**src/rtl/core/e2p_pkg.sv**
```systemverilog
package e2p_pkg;

  // register indexes on the configuration port
  typedef enum logic [2:0] {
    REG_ROT0   = 3'd0,
    REG_ROT1   = 3'd1,
    REG_ROT2   = 3'd2,
    REG_FOCAL  = 3'd3,
    REG_VIEW_W = 3'd4,
    REG_VIEW_H = 3'd5,
    REG_PANO_W = 3'd6,
    REG_PANO_H = 3'd7
  } reg_idx_e;

  localparam int CORDIC_STAGES = 16;
  localparam int FRAC_BITS     = 8;
  localparam int CFG_W         = 54;

  // view vector component and rotated ray component widths
  localparam int VEC_W = 17;
  localparam int RAY_W = 38;
  // cordic datapath width, leaves headroom for gain growth
  localparam int CW    = 42;
  localparam int ANG_W = 33;

  localparam logic signed [ANG_W-1:0] HALF_TURN    = 33'sh0_8000_0000;
  localparam logic signed [ANG_W-1:0] QUARTER_TURN = 33'sh0_4000_0000;
  localparam logic [15:0] INV_GAIN_Q16 = 16'd39797;

  typedef struct packed {
    logic [CFG_W-1:0] rot0;
    logic [CFG_W-1:0] rot1;
    logic [CFG_W-1:0] rot2;
    logic [15:0]      focal;
    logic [12:0]      view_w;
    logic [12:0]      view_h;
    logic [13:0]      pano_w;
    logic [12:0]      pano_h;
  } cfg_t;

  // one cordic lane in flight; zero marks the degenerate zero vector
  typedef struct packed {
    logic signed [CW-1:0]    x;
    logic signed [CW-1:0]    y;
    logic signed [ANG_W-1:0] ang;
    logic                    zero;
  } cord_t;

  function automatic logic signed [ANG_W-1:0] atan_turn(input int i);
    logic [31:0] t;
    case (i)
      0: t = 32'd536870912;  1: t = 32'd316933406;  2: t = 32'd167458907;
      3: t = 32'd85004756;   4: t = 32'd42667331;   5: t = 32'd21354465;
      6: t = 32'd10679838;   7: t = 32'd5340245;    8: t = 32'd2670163;
      9: t = 32'd1335087;    10: t = 32'd667544;    11: t = 32'd333772;
      12: t = 32'd166886;    13: t = 32'd83443;     14: t = 32'd41722;
      15: t = 32'd20861;     16: t = 32'd10430;     17: t = 32'd5215;
      18: t = 32'd2608;      19: t = 32'd1304;      20: t = 32'd652;
      21: t = 32'd326;       22: t = 32'd163;       23: t = 32'd81;
      default: t = 32'd0;
    endcase
    return signed'({1'b0, t});
  endfunction

  // entry j of a rotation row as signed q1.16
  function automatic logic signed [17:0] rot_entry(input logic [CFG_W-1:0] row,
                                                    input int j);
    return signed'(row[18*j +: 18]);
  endfunction

  // one vectoring micro-rotation; the zero vector passes through untouched
  function automatic cord_t cordic_step(input cord_t c, input int i);
    cord_t r;
    logic signed [CW-1:0] xs;
    logic signed [CW-1:0] ys;
    xs = c.x >>> i;
    ys = c.y >>> i;
    r  = c;
    if (!c.zero) begin
      if (!c.y[CW-1]) begin
        r.x   = c.x + ys;
        r.y   = c.y - xs;
        r.ang = c.ang + atan_turn(i);
      end else begin
        r.x   = c.x - ys;
        r.y   = c.y + xs;
        r.ang = c.ang - atan_turn(i);
      end
    end
    return r;
  endfunction

  // pre-rotation into the right half plane; zero vector gives angle zero
  function automatic cord_t cordic_init(input logic signed [CW-1:0] x,
                                        input logic signed [CW-1:0] y);
    cord_t r;
    r.x    = x;
    r.y    = y;
    r.ang  = '0;
    r.zero = (x == '0) && (y == '0);
    if (x[CW-1]) begin
      r.ang = y[CW-1] ? -HALF_TURN : HALF_TURN;
      r.x   = -x;
      r.y   = -y;
    end
    return r;
  endfunction

endpackage

```
**src/rtl/core/e2p_place.sv**
```systemverilog
// angle to panorama index, fraction and clamp, two register stages
module e2p_place (
  input  logic                             clk_i,
  input  logic                             rst_ni,
  input  logic                             en_i,
  input  logic                             valid_i,
  input  logic signed [e2p_pkg::ANG_W-1:0] phi_i,
  input  logic signed [e2p_pkg::ANG_W-1:0] theta_i,
  input  e2p_pkg::cfg_t                    cfg_i,
  output logic                             valid_o,
  output logic [12:0]                      pano_col_o,
  output logic [11:0]                      pano_row_o,
  output logic [7:0]                       frac_col_o,
  output logic [7:0]                       frac_row_o,
  output logic                             clamped_o
);
  import e2p_pkg::*;

  // angle offsets are at most 2^32, positions stay below 2^47
  logic signed [ANG_W:0] uc, ur;
  logic signed [48:0]    pc_q, pr_q;
  logic                  m_vld_q;

  assign uc = ANG_W'(phi_i) + (ANG_W+1)'(HALF_TURN);
  assign ur = ANG_W'(theta_i) + (ANG_W+1)'(QUARTER_TURN);

  always_ff @(posedge clk_i or negedge rst_ni) begin
    if (!rst_ni) begin
      m_vld_q <= 1'b0;
    end else if (en_i) begin
      m_vld_q <= valid_i;
    end
  end

  // position scaled by 2^32 pixels
  always_ff @(posedge clk_i) begin
    if (en_i) begin
      pc_q <= 49'(uc * signed'({1'b0, cfg_i.pano_w}));
      pr_q <= 49'(ur * signed'({1'b0, cfg_i.pano_h, 1'b0}));
    end
  end

  logic [16:0] ipc, ipr, limc, limr;
  logic        clc, clr;
  logic [12:0] idxc;
  logic [11:0] idxr;
  logic [7:0]  fc, fr;

  assign ipc  = pc_q[48:32];
  assign ipr  = pr_q[48:32];
  assign limc = (cfg_i.pano_w == '0) ? 17'd0 : 17'(cfg_i.pano_w) - 17'd1;
  assign limr = (cfg_i.pano_h == '0) ? 17'd0 : 17'(cfg_i.pano_h) - 17'd1;

  // clamp at either edge
  always_comb begin
    clc  = 1'b1;
    idxc = '0;
    fc   = '0;
    if (pc_q[48]) begin
      idxc = '0;
    end else if (ipc > limc) begin
      idxc = limc[12:0];
    end else begin
      clc  = 1'b0;
      idxc = ipc[12:0];
      fc   = 8'(pc_q[31 -: FRAC_BITS]);
    end
    clr  = 1'b1;
    idxr = '0;
    fr   = '0;
    if (pr_q[48]) begin
      idxr = '0;
    end else if (ipr > limr) begin
      idxr = limr[11:0];
    end else begin
      clr  = 1'b0;
      idxr = ipr[11:0];
      fr   = 8'(pr_q[31 -: FRAC_BITS]);
    end
  end

  logic o_vld_q;

  always_ff @(posedge clk_i or negedge rst_ni) begin
    if (!rst_ni) begin
      o_vld_q <= 1'b0;
    end else if (en_i) begin
      o_vld_q <= m_vld_q;
    end
  end

  always_ff @(posedge clk_i) begin
    if (en_i) begin
      pano_col_o <= idxc;
      pano_row_o <= idxr;
      frac_col_o <= fc;
      frac_row_o <= fr;
      clamped_o  <= clc | clr;
    end
  end

  assign valid_o = o_vld_q;

endmodule

```
**config.mk**
```make
export PLATFORM = sky130hd
export DESIGN_NAME = e2p_place
export DESIGN_NICKNAME = d
export VERILOG_FILES = /design/src/rtl/core/e2p_pkg.sv /design/src/rtl/core/e2p_place.sv
export SDC_FILE = /design/constraint.sdc
export NUM_CORES = 2
export LEC_CHECK = 0
export ABC_AREA = 1
export BUFFER_PORTS_ARGS = -buffer_cell sky130_fd_sc_hd__buf_2
export CORE_UTILIZATION = 35
export CTS_BUF_LIST = sky130_fd_sc_hd__clkbuf_8
export DETAILED_ROUTE_END_ITERATION = 8
export PLACE_DENSITY = 0.53
export SLEW_MARGIN = 15
export SYNTH_ARGS = -nofsm -noshare
export SYNTH_HDL_FRONTEND = slang
export SYNTH_SLANG_ARGS = --single-unit
```
**constraint.sdc**
```tcl
create_clock -name clk_i -period 5.2 [get_ports clk_i]
set_input_delay 0.78 -clock clk_i [delete_from_list [all_inputs] [get_ports clk_i]]
set_output_delay 0.78 -clock clk_i [all_outputs]
set_load 0.05 [all_outputs]
```
==> metrics.yaml <==
worst_setup_path:
  cp-end-kind: "flop"
  cp.required_ns: 5.34
  crit_fanout: 7
  crit_type: "input pin to flop"
  rrSetupSlack_ns: 2.87
  crit_family: "adder cells"
  worst_path_max_delay_cell: "fa_1"
  worstPathCellList: "buf_12 -> ha_4 -> or2_4 -> nand2_8 -> nor2_4 -> fa_1 -> inv_2 -> fa_1 -> inv_1 -> fa_1 -> fa_1 -> fa_1 -> inv_2 -> fa_1 -> inv_2 -> ha_4 -> nand2_8 -> nor2_4 -> nand2_2 -> nor2_4 -> nand3_2 -> nand4_1 -> nand2_2"
  critPathArrivalTime_ns: 5.88
  cp_num_buf_inv: 5
  start_kind: "input pin"
  cp_common_cell: "fa_1"
  slowest_delay_ns: 0.56
global_route:
  grt_use_met2: 0.4105
  antenna_found_initial: 2
  grt.total_usage: 0.2204
  grt_pass1_wl_um: 194000
  grtUsageMet1: 0.2796
  grt_remaining_overflow: 0
  grtUsageMet3: 0.01178
  grt.busiest_layer: "met2"
  grt_max_degree: 63
  grt_pass1_vias: 35790
sta:
  fin_ws_ns: -0.5428
  post-route-min-period_ns: 5.743
  fin_hold_ws_ns: 0.1312
  tightest_slew_ns: 0.8300
  finalCritPeriodShare: 1.104
  fin_worst_skew_ns: 0.01638
  hold_viol: 0
  setup_viol: 50
  rsz0062_at_grt: "yes"
  drv_slew: 0
  setup_tns_ns: -20.61
  clock.fmax_mhz: 174.1
  maxSlewHeadroom: 0.4467
layout:
  final_common_cell: "inv_1"
  fill_cells: 10940
  fin_nets: 7134
  final_cell_mix: "inv_1 (1416), nand2_1 (1209), fa_1 (789), buf_4 (500), ha_1 (176)"
  drive_above_1_share: 0.2792
  areaGrowthSynthToFinish_pct: 31.07
  diodes: 0
  fin_area_um2: 51060
run_status:
  status: "complete, but fails checks"
  violations: "negative setup slack"
clock_tree:
  root_buffer: "clkbuf_8"
  ctsLongestPathBuffers: 2
  numCtsBuffers: 9
  cts_tree: "yes"
  h-tree-depth: 3
  clock_latency_ns: 0.40
  clock-sinks: 94
  clkTransAtPathRegs_ns: 0.11
placement:
  gp_congestion: 0.9319
  place_ws_ns: -1.316
  portBuffers: 139
  dpl.hpwl_um: 101900
  placed_area_um2: 46690
logic_synthesis:
  synth_top_flop_cell: "edfxtp_1"
  ys_types: 47
  netlist.area_leader.share: 0.4276
  avgSynthCellArea_um2: 7.532
  yosys-top-cells-area: "fa_1 (43%), inv_1 (15%), nand2_1 (14%)"
  ys_seq_area_frac: 0.07221
  synth_seq_cells: 94
  synth_cells: 5172
  synthArstFlopShare: 0.02128
  synth_area_um2: 38950
  ys_warn_count: 0
  yosys.area.top_type: "fa_1"
  synth_edf_count: 92
detailed_routing:
  drt-initial-drc-count: 1654
  finalWirelength_um: 121400
  drc: 0
  via_per_inst: 4.575
  dr_total_vias: 33120
  ant_nets: 0
  drt_first_pass_iters: 6
  post_drt_wl_per_cell_um: 16.77
min_path:
  hp-class: "input pin to async pin"
floorplan:
  die_area_um2: 112600
  rows: 122
  start_util: 0.3525
  core-area_um2: 110500
  die_w_um: 335.6
  fp.dieH_um: 335.6
  io_pins: 344
run:
  drv_cap: 0
## cell usage after synthesis (9+ instances only)
library cell	count
inv_1	1535
nand2_1	1420
fa_1	832
nor2_1	316
ha_1	254
a21oi_1	130
nand3_1	128
clkbuf_1	114
edfxtp_1	92
o21ai_0	62
buf_1	38
nand4_1	36
xor2_1	24
nand2_2	21
buf_2	18
nor3_1	18
a21o_1	14
o21bai_1	14
xnor2_1	12
inv_2	10
nand3_2	10
nor2_4	9
## kinds of logic (layout without fill, tap and decap cells)
| logic type | count (synthesis) | count (layout) | synth area share |
|---|---|---|---|
| and+or+nand+nor | 1985 | 1985 | 0.2075 |
| buffers and inverters | 1729 | 2307 | 0.1692 |
| adders and majority gates | 1086 | 1086 | 0.5092 |
| AOI/OAI and AO/OA | 241 | 241 | 0.03369 |
| DFF | 94 | 94 | 0.07221 |
| xor gates and xnor gates | 36 | 36 | 0.008094 |
| other | 1 | 3 | 0.00009627 |
## final cells by class
type,count,area (um2),share of cell area
clock inverters,6,72.57,0.001421
multi-input cells,3351,33670,0.6594
flip-flops and latches,94,2813,0.05509
repair buffers,746,6680,0.1308
clock buffers,10,137.6,0.002696
well taps,1488,1862,0.03646
inverters,1545,5826,0.1141
## worst register-to-register path, cell delays in order (launching register included)
cell	delay [ns]
edfxtp_1	0.52
ha_1	0.25
nand2_1	0.06
inv_1	0.03
o21ai_0	0.15
a21oi_1	0.08
nor2_1	0.14
nand3_2	0.27
nand2_2	0.18
nand2_1	0.22
nor2_1	0.26
## repair_timing
action	in CTS	in global routing
hold buffers	0	0
pin swaps	252	267
setup endpoints to repair	50	50
gates cloned	7	3
buffers inserted	55	40
gates resized for setup	480	402
## flip-flops by register name (all words and copies together) (netlist names)
name	cells
clamped_o	1
frac_col_o	8
frac_row_o	8
m_vld_q	1
pano_col_o	13
pano_row_o	12
pc_q	25
pr_q	25
valid_o	1
## through the flow
| stage | util | cells |
|---|---|---|
| after CTS | 0.4451 | 7199 |
| after floorplan | - | 5174 |
| after detailed placement | 0.4224 | 7124 |
| after global routing | 0.4620 | 7240 |
| after global placement | 0.4224 | 7124 |
| final | 0.4620 | 7240 |
## path summary, 6_finish.rpt
path | startpoint | cells after the start | to
max | theta_i[30] | 23 | pr_q[43]$_DFFE_PP_
min | rst_ni | 1 | valid_o$_DFFE_PN0P_
max reg2reg | pc_q[41]$_DFFE_PP_ | 10 | frac_col_o[6]$_SDFFCE_PP0P_
min reg2reg | m_vld_q$_DFFE_PN0P_ | 2 | valid_o$_DFFE_PN0P_
max in group asynchronous | rst_ni | 1 | m_vld_q$_DFFE_PN0P_
min in group clk_i | m_vld_q$_DFFE_PN0P_ | 2 | valid_o$_DFFE_PN0P_
## metal layers
metal  routed length [um]  share of wire
met3                 3657          0.030
met2                62850           0.52
met1                51400           0.42
met4                 3480          0.029
met5                   10       0.000082
Power is not shown: default switching activity piles up to over one toggle a cycle in this logic, so the estimate is an artifact.
